==> src/hw/rtl/rtca_pkg.sv <==
// Package: shared widths, register indexes, reset values and control structs.
`timescale 1ns / 1ps
package rtca_pkg;

  localparam int PIX_W            = 8;
  localparam int XW               = 9;
  localparam int YW               = 8;
  localparam int SUM_W            = 25;
  localparam int CNT_W            = 17;
  localparam int Q_W              = 8;
  localparam int NUM_CH           = 3;
  localparam int CFG_IDX_W        = 3;
  localparam int CFG_DATA_W       = 9;
  localparam int DIV_CNT_W        = 3;
  localparam int DEFAULT_FRAME_WIDTH = 320;

  localparam logic [XW-1:0]    RST_X_LOW     = 9'd128;
  localparam logic [XW-1:0]    RST_X_HIGH    = 9'd192;
  localparam logic [YW-1:0]    RST_Y_LOW     = 8'd96;
  localparam logic [YW-1:0]    RST_Y_HIGH    = 8'd144;
  localparam logic [PIX_W-1:0] RST_THRESHOLD = 8'd42;
  localparam logic [PIX_W-1:0] PIX_WHITE     = 8'd255;
  localparam logic [YW-1:0]    ROW_MAX       = 8'd255;
  localparam logic [CNT_W-1:0] CNT_MAX       = '1;

  typedef enum logic [CFG_IDX_W-1:0] {
    CFG_X_LOW     = 3'd0,
    CFG_X_HIGH    = 3'd1,
    CFG_Y_LOW     = 3'd2,
    CFG_Y_HIGH    = 3'd3,
    CFG_THRESHOLD = 3'd4
  } cfg_index_t;

  typedef struct packed {
    logic pixel_step;
    logic last_take;
    logic div_init;
    logic div_step;
    logic div_done;
  } rtca_cmd_t;

  typedef struct packed {
    logic last;
  } rtca_status_t;

endpackage

==> src/hw/rtl/rtca_pixel_if.sv <==
// Interface: input pixel channel.
`timescale 1ns / 1ps
interface rtca_pixel_if
  import rtca_pkg::*;
();
  logic             valid;
  logic             ready;
  logic [PIX_W-1:0] pixel_red;
  logic [PIX_W-1:0] pixel_green;
  logic [PIX_W-1:0] pixel_blue;
  logic             last_pixel;

  modport source (output valid, pixel_red, pixel_green, pixel_blue, last_pixel,
                  input ready);
  modport sink (input valid, pixel_red, pixel_green, pixel_blue, last_pixel,
                output ready);
endinterface

==> src/hw/rtl/rtca_result_if.sv <==
// Interface: result channel with passed pixel and frame averages.
`timescale 1ns / 1ps
interface rtca_result_if
  import rtca_pkg::*;
();
  logic             valid;
  logic             ready;
  logic [PIX_W-1:0] out_red;
  logic [PIX_W-1:0] out_green;
  logic [PIX_W-1:0] out_blue;
  logic             averages_valid;
  logic [PIX_W-1:0] average_red;
  logic [PIX_W-1:0] average_green;
  logic [PIX_W-1:0] average_blue;

  modport source (output valid, out_red, out_green, out_blue, averages_valid,
                  average_red, average_green, average_blue, input ready);
  modport sink (input valid, out_red, out_green, out_blue, averages_valid,
                average_red, average_green, average_blue, output ready);
endinterface

==> src/hw/rtl/rtca_cfg_if.sv <==
// Interface: configuration write channel.
`timescale 1ns / 1ps
interface rtca_cfg_if
  import rtca_pkg::*;
();
  logic                  valid;
  logic                  ready;
  logic [CFG_IDX_W-1:0]  index;
  logic [CFG_DATA_W-1:0] data;

  modport source (output valid, index, data, input ready);
  modport sink (input valid, index, data, output ready);
endinterface

==> src/hw/rtl/rtca_ctrl.sv <==
// Controller: item handshake, output slot and frame-end division sequencing.
`timescale 1ns / 1ps
module rtca_ctrl
  import rtca_pkg::*;
(
  input  logic         clk,
  input  logic         rst,
  input  logic         in_valid,
  output logic         in_ready,
  output logic         out_valid,
  input  logic         out_ready,
  input  rtca_status_t status,
  output rtca_cmd_t    cmd
);

  typedef enum logic [3:0] {
    S_RUN  = 4'b0001,
    S_INIT = 4'b0010,
    S_DIV  = 4'b0100,
    S_DONE = 4'b1000
  } state_t;

  state_t               state, state_next;
  logic [DIV_CNT_W-1:0] div_cnt, div_cnt_next;
  logic                 out_valid_next;
  logic                 in_acc;

  assign in_ready = (state == S_RUN) && (!out_valid || out_ready);
  assign in_acc   = in_valid && in_ready;

  always_comb begin
    state_next     = state;
    div_cnt_next   = div_cnt;
    out_valid_next = out_valid && !out_ready;
    cmd            = '0;
    unique case (state)
      S_RUN: begin
        if (in_acc) begin
          if (status.last) begin
            cmd.last_take = 1'b1;
            state_next    = S_INIT;
          end else begin
            cmd.pixel_step = 1'b1;
            out_valid_next = 1'b1;
          end
        end
      end
      S_INIT: begin
        cmd.div_init = 1'b1;
        div_cnt_next = '0;
        state_next   = S_DIV;
      end
      S_DIV: begin
        cmd.div_step = 1'b1;
        div_cnt_next = div_cnt + 1'b1;
        if (div_cnt == '1) begin
          state_next = S_DONE;
        end
      end
      S_DONE: begin
        cmd.div_done   = 1'b1;
        out_valid_next = 1'b1;
        state_next     = S_RUN;
      end
      default: begin
        state_next = S_RUN;
      end
    endcase
  end

  always_ff @(posedge clk) begin
    if (rst) begin
      state     <= S_RUN;
      div_cnt   <= '0;
      out_valid <= 1'b0;
    end else begin
      state     <= state_next;
      div_cnt   <= div_cnt_next;
      out_valid <= out_valid_next;
    end
  end

`ifndef SYNTHESIS
  a_no_accept_busy: assert property (@(posedge clk) disable iff (rst)
    (state != S_RUN) |-> !in_ready)
    else $error("item taken while dividing");
  a_last_starts_div: assert property (@(posedge clk) disable iff (rst)
    (in_acc && status.last) |=> (state == S_INIT))
    else $error("last item did not start division");
  a_div_length: assert property (@(posedge clk) disable iff (rst)
    (state == S_DIV && div_cnt == '1) |=> (state == S_DONE))
    else $error("division step count wrong");
  a_done_shows_result: assert property (@(posedge clk) disable iff (rst)
    (state == S_DONE) |=> out_valid)
    else $error("frame result not presented");
  a_no_result_while_div: assert property (@(posedge clk) disable iff (rst)
    (state == S_DIV) |-> !out_valid)
    else $error("result slot busy during division");
`endif

endmodule

==> src/hw/rtl/rtca_datapath.sv <==
// Datapath: config registers, raster position, sums, divider and output register.
`timescale 1ns / 1ps
module rtca_datapath
  import rtca_pkg::*;
#(
  parameter int FRAME_WIDTH = DEFAULT_FRAME_WIDTH
) (
  input  logic                  clk,
  input  logic                  rst,
  input  logic                  cfg_we,
  input  logic [CFG_IDX_W-1:0]  cfg_index,
  input  logic [CFG_DATA_W-1:0] cfg_data,
  input  logic [PIX_W-1:0]      pixel_red,
  input  logic [PIX_W-1:0]      pixel_green,
  input  logic [PIX_W-1:0]      pixel_blue,
  input  logic                  last_pixel,
  input  rtca_cmd_t             cmd,
  output rtca_status_t          status,
  output logic [PIX_W-1:0]      out_red,
  output logic [PIX_W-1:0]      out_green,
  output logic [PIX_W-1:0]      out_blue,
  output logic                  averages_valid,
  output logic [PIX_W-1:0]      average_red,
  output logic [PIX_W-1:0]      average_green,
  output logic [PIX_W-1:0]      average_blue
);

  localparam int COL_W = $clog2(FRAME_WIDTH);
  localparam int CMP_W = (COL_W > XW) ? COL_W : XW;
  localparam logic [COL_W-1:0] COL_LAST = COL_W'(FRAME_WIDTH - 1);

  logic [XW-1:0]    x_low, x_high;
  logic [YW-1:0]    y_low, y_high;
  logic [PIX_W-1:0] threshold;

  logic [COL_W-1:0] col;
  logic [YW-1:0]    row;

  logic [NUM_CH-1:0][PIX_W-1:0] pix;
  logic [NUM_CH-1:0][SUM_W-1:0] sum;
  logic [NUM_CH-1:0][SUM_W-1:0] rem;
  logic [NUM_CH-1:0][Q_W-1:0]   quo;
  logic [NUM_CH-1:0]            ovf;
  logic [SUM_W-1:0]             dsh;
  logic [CNT_W-1:0]             count;

  logic [NUM_CH-1:0][SUM_W-1:0] sum_add;
  logic [NUM_CH-1:0][SUM_W:0]   sum_wide;
  logic [NUM_CH-1:0]            rem_ge;
  logic [NUM_CH-1:0][PIX_W-1:0] avg;
  logic                         in_window, bright, sample;
  logic [CMP_W-1:0]             col_e;

  assign pix[0] = pixel_red;
  assign pix[1] = pixel_green;
  assign pix[2] = pixel_blue;
  assign status.last = last_pixel;

  assign col_e     = CMP_W'(col);
  assign in_window = (col_e > CMP_W'(x_low)) && (col_e < CMP_W'(x_high))
                  && (row > y_low) && (row < y_high);
  assign bright = (pixel_red > threshold) || (pixel_green > threshold)
               || (pixel_blue > threshold);
  assign sample = in_window && bright;

  always_comb begin
    for (int c = 0; c < NUM_CH; c++) begin
      sum_wide[c] = {1'b0, sum[c]} + (SUM_W + 1)'(pix[c]);
      sum_add[c]  = sum_wide[c][SUM_W] ? '1 : sum_wide[c][SUM_W-1:0];
      rem_ge[c]   = rem[c] >= dsh;
      avg[c]      = ovf[c] ? PIX_WHITE : quo[c];
    end
  end

  always_ff @(posedge clk) begin
    if (rst) begin
      x_low     <= RST_X_LOW;
      x_high    <= RST_X_HIGH;
      y_low     <= RST_Y_LOW;
      y_high    <= RST_Y_HIGH;
      threshold <= RST_THRESHOLD;
    end else if (cfg_we) begin
      unique case (cfg_index)
        CFG_X_LOW:     x_low     <= cfg_data;
        CFG_X_HIGH:    x_high    <= cfg_data;
        CFG_Y_LOW:     y_low     <= cfg_data[YW-1:0];
        CFG_Y_HIGH:    y_high    <= cfg_data[YW-1:0];
        CFG_THRESHOLD: threshold <= cfg_data[PIX_W-1:0];
        default: ;
      endcase
    end
  end

  always_ff @(posedge clk) begin
    if (rst) begin
      col   <= '0;
      row   <= '0;
      sum   <= '0;
      count <= CNT_W'(1);
    end else begin
      if (cmd.pixel_step || cmd.last_take) begin
        if (sample) begin
          sum   <= sum_add;
          count <= (count == CNT_MAX) ? CNT_MAX : count + 1'b1;
        end
      end
      if (cmd.pixel_step) begin
        if (col == COL_LAST) begin
          col <= '0;
          if (row != ROW_MAX) begin
            row <= row + 1'b1;
          end
        end else begin
          col <= col + 1'b1;
        end
      end
      if (cmd.last_take) begin
        col <= '0;
        row <= '0;
      end
      if (cmd.div_done) begin
        sum   <= '0;
        count <= CNT_W'(1);
      end
    end
  end

  // restoring division, one quotient bit per step; quotient above 255 clamps
  always_ff @(posedge clk) begin
    if (cmd.div_init) begin
      rem <= sum;
      quo <= '0;
      dsh <= {1'b0, count, 7'b0};
      for (int c = 0; c < NUM_CH; c++) begin
        ovf[c] <= sum[c] >= {count, 8'b0};
      end
    end else if (cmd.div_step) begin
      dsh <= dsh >> 1;
      for (int c = 0; c < NUM_CH; c++) begin
        rem[c] <= rem_ge[c] ? rem[c] - dsh : rem[c];
        quo[c] <= {quo[c][Q_W-2:0], rem_ge[c]};
      end
    end
  end

  always_ff @(posedge clk) begin
    if (cmd.pixel_step || cmd.last_take) begin
      out_red        <= sample ? PIX_WHITE : pixel_red;
      out_green      <= sample ? PIX_WHITE : pixel_green;
      out_blue       <= sample ? PIX_WHITE : pixel_blue;
      averages_valid <= 1'b0;
      average_red    <= '0;
      average_green  <= '0;
      average_blue   <= '0;
    end else if (cmd.div_done) begin
      averages_valid <= 1'b1;
      average_red    <= avg[0];
      average_green  <= avg[1];
      average_blue   <= avg[2];
    end
  end

endmodule

==> src/hw/rtl/roi_threshold_color_average.sv <==
// Top level: region-of-interest thresholded mean color over a pixel stream.
//
// Usage:
//   pix  - input pixels in raster order, valid/ready; last_pixel ends a frame.
//   res  - one result item per pixel: the pixel (white if sampled) and, on the
//          last pixel of a frame, averages_valid with the per-channel means.
//   cfg  - register writes (index, data), always ready; write only while idle.
// Flow and throughput:
//   An ordinary pixel appears on res in the cycle after it is taken, and one
//   pixel per cycle is sustained while res keeps up.
//   The last pixel of a frame runs the mean division: a setup step, eight
//   quotient-bit steps in three parallel shift-subtract units and a load
//   step; pix is not ready until its result is presented on res.
// Reset (rst, synchronous): registers go to their default window and
//   threshold, position and sums clear, the sample count starts at one.
// Stall: while a result waits on res, pix takes a new pixel only in the
//   cycle that result is taken.
`timescale 1ns / 1ps
module roi_threshold_color_average
  import rtca_pkg::*;
#(
  parameter int FRAME_WIDTH = DEFAULT_FRAME_WIDTH
) (
  input logic          clk,
  input logic          rst,
  rtca_pixel_if.sink   pix,
  rtca_result_if.source res,
  rtca_cfg_if.sink     cfg
);

  rtca_cmd_t    cmd;
  rtca_status_t status;

  assign cfg.ready = 1'b1;

  rtca_ctrl u_ctrl (
    .clk       (clk),
    .rst       (rst),
    .in_valid  (pix.valid),
    .in_ready  (pix.ready),
    .out_valid (res.valid),
    .out_ready (res.ready),
    .status    (status),
    .cmd       (cmd)
  );

  rtca_datapath #(
    .FRAME_WIDTH (FRAME_WIDTH)
  ) u_datapath (
    .clk            (clk),
    .rst            (rst),
    .cfg_we         (cfg.valid),
    .cfg_index      (cfg.index),
    .cfg_data       (cfg.data),
    .pixel_red      (pix.pixel_red),
    .pixel_green    (pix.pixel_green),
    .pixel_blue     (pix.pixel_blue),
    .last_pixel     (pix.last_pixel),
    .cmd            (cmd),
    .status         (status),
    .out_red        (res.out_red),
    .out_green      (res.out_green),
    .out_blue       (res.out_blue),
    .averages_valid (res.averages_valid),
    .average_red    (res.average_red),
    .average_green  (res.average_green),
    .average_blue   (res.average_blue)
  );

endmodule
==> src/flat_wrapper.sv <==
// flat-port wrapper written by rule: the top's interface ports become plain ports
module roi_threshold_color_average_flat import rtca_pkg::*;
#(
  parameter int FRAME_WIDTH = DEFAULT_FRAME_WIDTH
)
  (clk, rst, pix_valid, pix_pixel_red, pix_pixel_green, pix_pixel_blue, pix_last_pixel, pix_ready, res_valid, res_out_red, res_out_green, res_out_blue, res_averages_valid, res_average_red, res_average_green, res_average_blue, res_ready, cfg_valid, cfg_index, cfg_data, cfg_ready);
  rtca_pixel_if pix_i ();
  rtca_result_if res_i ();
  rtca_cfg_if cfg_i ();
  input logic clk;
  input logic rst;
  input wire logic [$bits(pix_i.valid)-1:0] pix_valid;
  input wire logic [$bits(pix_i.pixel_red)-1:0] pix_pixel_red;
  input wire logic [$bits(pix_i.pixel_green)-1:0] pix_pixel_green;
  input wire logic [$bits(pix_i.pixel_blue)-1:0] pix_pixel_blue;
  input wire logic [$bits(pix_i.last_pixel)-1:0] pix_last_pixel;
  output wire logic [$bits(pix_i.ready)-1:0] pix_ready;
  output wire logic [$bits(res_i.valid)-1:0] res_valid;
  output wire logic [$bits(res_i.out_red)-1:0] res_out_red;
  output wire logic [$bits(res_i.out_green)-1:0] res_out_green;
  output wire logic [$bits(res_i.out_blue)-1:0] res_out_blue;
  output wire logic [$bits(res_i.averages_valid)-1:0] res_averages_valid;
  output wire logic [$bits(res_i.average_red)-1:0] res_average_red;
  output wire logic [$bits(res_i.average_green)-1:0] res_average_green;
  output wire logic [$bits(res_i.average_blue)-1:0] res_average_blue;
  input wire logic [$bits(res_i.ready)-1:0] res_ready;
  input wire logic [$bits(cfg_i.valid)-1:0] cfg_valid;
  input wire logic [$bits(cfg_i.index)-1:0] cfg_index;
  input wire logic [$bits(cfg_i.data)-1:0] cfg_data;
  output wire logic [$bits(cfg_i.ready)-1:0] cfg_ready;
  assign pix_i.valid = pix_valid;
  assign pix_i.pixel_red = pix_pixel_red;
  assign pix_i.pixel_green = pix_pixel_green;
  assign pix_i.pixel_blue = pix_pixel_blue;
  assign pix_i.last_pixel = pix_last_pixel;
  assign pix_ready = pix_i.ready;
  assign res_valid = res_i.valid;
  assign res_out_red = res_i.out_red;
  assign res_out_green = res_i.out_green;
  assign res_out_blue = res_i.out_blue;
  assign res_averages_valid = res_i.averages_valid;
  assign res_average_red = res_i.average_red;
  assign res_average_green = res_i.average_green;
  assign res_average_blue = res_i.average_blue;
  assign res_i.ready = res_ready;
  assign cfg_i.valid = cfg_valid;
  assign cfg_i.index = cfg_index;
  assign cfg_i.data = cfg_data;
  assign cfg_ready = cfg_i.ready;
  roi_threshold_color_average #(.FRAME_WIDTH(FRAME_WIDTH)) u_core (.clk(clk), .rst(rst), .pix(pix_i), .res(res_i), .cfg(cfg_i));
endmodule
==> config.mk <==
export PLATFORM = sky130hd
export DESIGN_NAME = roi_threshold_color_average_flat
export DESIGN_NICKNAME = d
export VERILOG_FILES = /design/src/hw/rtl/rtca_pkg.sv /design/src/hw/rtl/rtca_pixel_if.sv /design/src/hw/rtl/rtca_result_if.sv /design/src/hw/rtl/rtca_cfg_if.sv /design/src/hw/rtl/rtca_ctrl.sv /design/src/hw/rtl/rtca_datapath.sv /design/src/hw/rtl/roi_threshold_color_average.sv /design/src/flat_wrapper.sv
export SDC_FILE = /design/constraint.sdc
export NUM_CORES = 1
export LEC_CHECK = 0
export BUFFER_PORTS_ARGS = -buffer_cell sky130_fd_sc_hd__buf_4
export CAP_MARGIN = 20
export CORE_MARGIN = 2
export CORE_UTILIZATION = 63
export CTS_CLUSTER_SIZE = 30
export DETAILED_ROUTE_END_ITERATION = 16
export HOLD_SLACK_MARGIN = 0.15
export PLACE_DENSITY = 0.8
export SKIP_CTS_REPAIR_TIMING = 1
export SLEW_MARGIN = 40
export SYNTH_ARGS = -nofsm -noshare
export SYNTH_HDL_FRONTEND = slang
export SYNTH_SLANG_ARGS = --single-unit
==> constraint.sdc <==
create_clock -name clk -period 3.86 [get_ports clk]
set_input_delay 0.579 -clock clk [delete_from_list [all_inputs] [get_ports clk]]
set_output_delay 0.579 -clock clk [all_outputs]
set_load 0.005 [all_outputs]
==> flow_metrics.py, run 1 <==
metrics = {
    "setup_path": {
        "crit_type": "reg -> reg",
        "crit_top_cell": "o21ai_0",
        "worst-path-buf-inv": 2,
        "critPathLaunchType": "register",
        "path_cells": "inv_1, ha_1, nor2b_1, o31a_1, o21ai_0, a211oi_1, a211o_1, a21oi_1, nor4bb_1, o21ai_0, nand2_1, buf_12",
        "critPathMaxFanout": 20,
        "crit_arrival_ns": 3.82,
        "worstSetupEndpointType": "register",
        "cpPeakStageDelay_ns": 0.48,
        "cp.required_ns": 4.14,
        "cp_top_family": "compound AO/OA/AOI/OAI gates",
        "cp_slowest_cell": "dfxtp_1",
    },
    "global_route": {
        "grt-ovfl-total": 0,
        "grt_pass1_vias": 17415,
        "grt_max_degree": 97,
        "grt_pass1_wl_microns": 89800,
        "antenna_found_initial": 0,
        "grt_use_total_pct": 33.2,
    },
    "sta": {
        "hold_viol_final": 0,
        "tightest_slew_ns": 0.831,
        "rsz0062_at_grt": "false",
        "slew_headroom_pct": 43.2,
        "period_share_pct": 91.7,
        "maxSlewViolCount": 0,
        "max_freq_mhz": 282,
        "finClkSkew_ns": 0.0208,
        "period_minus_slack_ns": 3.54,
        "setup_viol": 0,
        "tns_ns": 0,
    },
    "place": {
        "dp_hpwl_microns": 41300,
        "numPortBuffers": 92,
        "gp_congestion": 0.973,
    },
    "drt": {
        "ant_nets": 0,
        "viasPerCell": 6.40,
        "routed_wl_microns": 56400,
        "wl_per_cell_microns": 19.7,
        "dr.pass1.iters": 7,
        "dr_wl_met3_microns": 4620,
        "met1_length_microns": 23800,
        "dr.max_layer_used": "met4",
        "first_iter_violations": 1673,
        "vias": 18295,
        "met2WireLength_microns": 25600,
        "drc": 0,
    },
    "cts": {
        "cts_root_buf": "clkbuf_16",
        "cts_max_path_buffers": 3,
        "cts_tree": "built",
        "clock_latency_ns": 0.54,
        "clk_pin_slew_ns": 0.06,
        "cts.sink_count": 334,
        "htree_levels": 2,
        "cts_buffers": 37,
    },
    "pwr": {
        "powerDensity_mw_per_mm2": 335,
        "p_leak_uw": 0.00908,
        "p_int_uw": 5920,
        "p_sw_uw": 1690,
        "power_frac_comb_pct": 5.0,
        "swShare_pct": 22.3,
        "pwr-share-seq_pct": 48.5,
        "power_frac_clock_pct": 46.6,
        "p_total_uw": 7610,
        "ir_drop_mv": 0.389,
    },
    "cells_and_area": {
        "final_cell_mix": "286 x nand2_1, 234 x a21oi_1, 215 x dfxtp_1",
        "area_growth_pct": 11.3,
        "fin_nets": 2685,
        "drive_above_1_share_pct": 8.59,
        "antenna_cells": 0,
        "final_common_cell": "nand2_1",
    },
    "synth": {
        "synth_top_area_share_pct": 21.1,
        "synthCells": 2355,
        "synth_ff_type": "dfxtp_1",
        "netlist_area_sq_mm": 0.0204,
        "synth_edf_count": 119,
        "synth_seq_cells": 334,
        "syn_area_per_cell_sq_um": 8.67,
        "ys_top_cells_by_area": "dfxtp_1 21%, edfxtp_1 17%, ha_1 13%",
        "netlist-cell-type-count": 79,
        "ys_seq_area_share_pct": 38.6,
        "synth_fp_nets": 2611,
        "yosys_warnings": 0,
        "synthArstFlopShare_pct": 0,
        "synth_area_leader_cell": "dfxtp_1",
    },
    "job": {
        "max_cap_violations": 0,
    },
    "floorplanning": {
        "initial_utilization_pct": 64.4,
        "fp.dieH_microns": 184,
        "die_area_sq_mm": 0.0339,
        "ios": 94,
        "core_sq_mm": 0.0317,
        "fp-row-count": 65,
        "fp.dieW_microns": 184,
    },
    "outcome": {
        "status": "finished clean",
    },
    "hold_path": {
        "hold_path.class": "in -> reg",
    },
}
-- final cells by class --
class / count / area, sq um
inverters: 131 / 492
multi-input cells: 1799 / 11700
repair buffers: 126 / 975
clock inverters: 11 / 111
fillers: 2439 / 8980
flip-flops and latches: 334 / 7880
well taps: 402 / 503
clock buffers: 56 / 1090
-- through the flow --
stage	std cells	utilization, %	setup slack, ns	hold slack, ns	cell area, sq um
final	2859	71.7	0.319	0.305	22700
after global routing	2859	71.7	0.141	0.305	22700
after CTS	2859	71.7	0.418	0.294	22700
after detailed placement	2792	67.9	0.452	0.448	21500
after global placement	2791	67.9	0.552	0.444	21500
after floorplan	2355	-	0.444	0.431	20400
-- synth_stat cells (22+ instances only) --
master    number
a21o_1        43
xor2_1        49
nand4_1       41
nor2_1       191
xnor2_1       57
nor4_1        22
nand3_1       41
nand2b_1      38
nor3_1       102
o21ai_0      104
and3_1        35
a31oi_1       48
nand2_1      286
clkbuf_1      61
edfxtp_1     119
a21oi_1      234
inv_1        130
o21a_1        26
nor2b_1       35
dfxtp_1      215
ha_1         208
-- state kept, by name (all words and copies together) (netlist names), 9 cells and up --
signal,flops
u_core.u_datapath.col,9
u_core.u_datapath.count,17
u_core.u_datapath.dsh,24
u_core.u_datapath.quo,24
u_core.u_datapath.rem,75
u_core.u_datapath.sum,75
u_core.u_datapath.x_high,9
u_core.u_datapath.x_low,9
-- worst paths after layout --
kind	from	cells past startpoint	slack, ns	endpoint
setup / recovery	u_core.u_datapath.dsh[1]	12	0.32	u_core.u_datapath.rem[58]
hold / removal	cfg_data[7]	2	0.31	u_core.u_datapath.x_low[7]
setup reg to reg	u_core.u_datapath.dsh[1]	12	0.32	u_core.u_datapath.rem[58]
hold reg to reg	u_core.u_datapath.x_high[5]	2	0.46	u_core.u_datapath.x_high[5]
-- metal layers --
metal  GRT usage, %  up-vias
met2           54.5      798
met3           5.11      165
met4           13.8        0
met1           43.7     8674
met5              0        -
li1               -     8658
-- power by group through the flow --
stage	Clock (uW)	Combinational (uW)	Sequential, uW
2_1_floorplan	0	221	3760
3_3_place_gp	0	358	3760
3_5_place_dp	0	371	3770
4_1_cts	3560	375	3690
5_1_grt	3690	416	3690
6_report	3540	378	3690
-- logic make-up (layout without fill, tap and decap cells) --
logic type                 after synthesis  in the layout  share of synthesized area (%)
and+or+nand+nor                        870            870                           20.7
muxes                                   11             11                          0.539
buffers and inverters                  222            324                           4.31
other                                    1              1                         0.0184
xor gates and xnor gates               106            106                           4.55
DFF                                    334            334                           38.6
AOI/OAI and AO/OA                      597            597                           18.0
adders and majority gates              214            214                           13.3
Note: power is estimated with default switching activity, not from simulation.
==> inputs of run 2 (changes only) <==
Settings changed: CAP_MARGIN 20 to unset, CORE_UTILIZATION 63 to 57, PLACE_DENSITY 0.8 to 0.77.
Clock period 3.86 ns to 3.2 ns, I/O delays scaled along.
==> flow_metrics.py, run 2 (synthesized netlist as in run 1, its figures left out) <==
metrics = {
    "outcome": {
        "status": "finished clean",
    },
    "cts": {
        "cts_tree": "built",
        "cts_max_path_buffers": 3,
        "cts.sink_count": 334,
        "clk_pin_slew_ns": 0.06,
        "htree_levels": 2,
        "cts_buffers": 39,
        "clock_latency_ns": 0.55,
        "cts_root_buf": "clkbuf_16",
    },
    "floorplanning": {
        "fp.dieW_microns": 193,
        "fp-row-count": 69,
        "ios": 94,
        "fp.dieH_microns": 193,
        "initial_utilization_pct": 57.7,
        "core_sq_mm": 0.0354,
        "die_area_sq_mm": 0.0374,
    },
    "cells_and_area": {
        "area_growth_pct": 14.7,
        "fin_nets": 2733,
        "top_regs": "u_core.u_datapath.rem: 75 flops, u_core.u_datapath.sum: 75 flops",
        "finish.instance_area_sq_mm": 0.0234,
        "antenna_cells": 0,
        "final_common_cell": "nand2_1",
        "drive_above_1_share_pct": 11.0,
        "final_cell_mix": "283 x nand2_1, 232 x a21oi_1, 215 x dfxtp_1",
    },
    "drt": {
        "drc": 0,
        "first_iter_violations": 1707,
        "ant_nets": 0,
        "vias": 18374,
        "routed_wl_microns": 57900,
        "wl_per_cell_microns": 19.5,
        "dr.pass1.iters": 6,
        "viasPerCell": 6.19,
    },
    "setup_path": {
        "crit_top_cell": "o31a_1",
        "critPathMaxFanout": 5,
        "critPathLaunchType": "register",
        "cp_slowest_cell": "edfxtp_1",
        "r2r_cells": 11,
        "path_cells": "ha_1, nor2b_4, o31a_1, o31a_1, o41ai_4, and3_4, nor3b_2, o31a_1, o21ai_2, nand2_4, clkbuf_16",
        "cpPeakStageDelay_ns": 0.40,
        "r2r-start": "u_core.u_datapath.rem[1]",
        "rr_endpoint": "u_core.u_datapath.rem[14]",
        "crit_arrival_ns": 3.45,
        "rrSetupSlack_ns": 0.06,
        "cp.required_ns": 3.51,
        "crit_type": "reg -> reg",
        "worstSetupEndpointType": "register",
    },
    "hold_path": {
        "min_to": "u_core.u_datapath.y_low[5]",
        "hp-start": "cfg_data[5]",
        "hold_path.class": "in -> reg",
        "hold_depth": 2,
    },
    "sta": {
        "maxSlewViolCount": 0,
        "period_minus_slack_ns": 3.14,
        "setup_viol": 0,
        "max_freq_mhz": 318,
        "hold_viol_final": 0,
        "period_share_pct": 98.2,
        "slew_headroom_pct": 51.5,
        "setup_slack_ns": 0.0577,
        "rsz0062_at_grt": "true",
        "tightest_slew_ns": 0.728,
        "finClkSkew_ns": 0.0174,
    },
    "global_route": {
        "grt-ovfl-total": 0,
        "grt_pass1_wl_microns": 92300,
        "grt_use_total_pct": 30.3,
        "met2_usage_pct": 49.0,
        "grt-busiest-layer": "met2",
        "grt_max_degree": 55,
        "use_met1_pct": 39.8,
        "antenna_found_initial": 0,
        "grt_pass1_vias": 17588,
        "use_met3_pct": 4.11,
    },
    "pwr": {
        "p_leak_uw": 0.00938,
        "powerDensity_mw_per_mm2": 403,
        "ir_drop_mv": 0.480,
    },
    "place": {
        "gp_congestion": 0.946,
        "numPortBuffers": 92,
        "place_area_sq_mm": 0.0219,
        "dp_slack_ns": 0.0240,
        "dp_hpwl_microns": 42300,
    },
    "job": {
        "max_cap_violations": 0,
    },
}
[run 2: how the worst max path moves through the flow]
stage                                    from                        end  slack (ns)  cells past startpoint
detailed placement           pix_pixel_red[0]  u_core.u_datapath.sum[16]        0.02                     13
CTS                 u_core.u_datapath.rem[52]  u_core.u_datapath.rem[66]        0.03                     12
floorplan            u_core.u_datapath.dsh[1]   u_core.u_datapath.rem[0]       0.003                     11
global route         u_core.u_datapath.rem[1]  u_core.u_datapath.rem[14]       -0.07                     11
global placement    u_core.u_datapath.rem[52]  u_core.u_datapath.rem[68]        0.08                     12
finish               u_core.u_datapath.rem[1]  u_core.u_datapath.rem[14]        0.06                     11
[run 2: final cells by class]
type	instances	area (sq um)
fillers	2862	12000
multi-input cells	1799	11800
clock buffers	55	1120
flip-flops and latches	334	7880
clock inverters	16	176
repair buffers	172	1390
well taps	461	577
inverters	131	492
[run 2: metrics by stage]
| step | setup TNS (ns) | util [%] | instances | total power, uW | hold slack, ns |
|---|---|---|---|---|---|
| finish | 0 | 66.2 | 2968 | 9440 | 0.176 |
| global route | -1.25 | 66.2 | 2968 | 9690 | 0.168 |
| CTS | 0 | 65.7 | 2961 | 9460 | 0.160 |
| detailed placement | 0 | 62.0 | 2890 | 5000 | 0.447 |
| global placement | 0 | 62.0 | 2889 | 4980 | 0.443 |
| floorplan | 0 | - | 2355 | 4810 | 0.431 |
[run 2: routing by layer]
metal	wire (microns)	share of wire (%)	vias to the layer above
met4	3170	5.5	0
li1	-	-	8774
met2	26600	46	690
met5	0	0	-
met1	24400	42	8705
met3	3690	6.4	205
[run 2: critical path, delay by kind of cell, from the launching register on]
family          cells  cell delay (ns)
buf+inv             1             0.22
fa+ha+maj           1             0.33
simple gates        4             0.54
flops               1             0.40
compound gates      5             1.42
[run 2: report_power, final]
part	total [uW]	internal [uW]	switching [uW]
Clock	4530	2700	1830
Sequential	4450	4430	20.7
Combinational	466	194	272
Total	9440	7320	2120
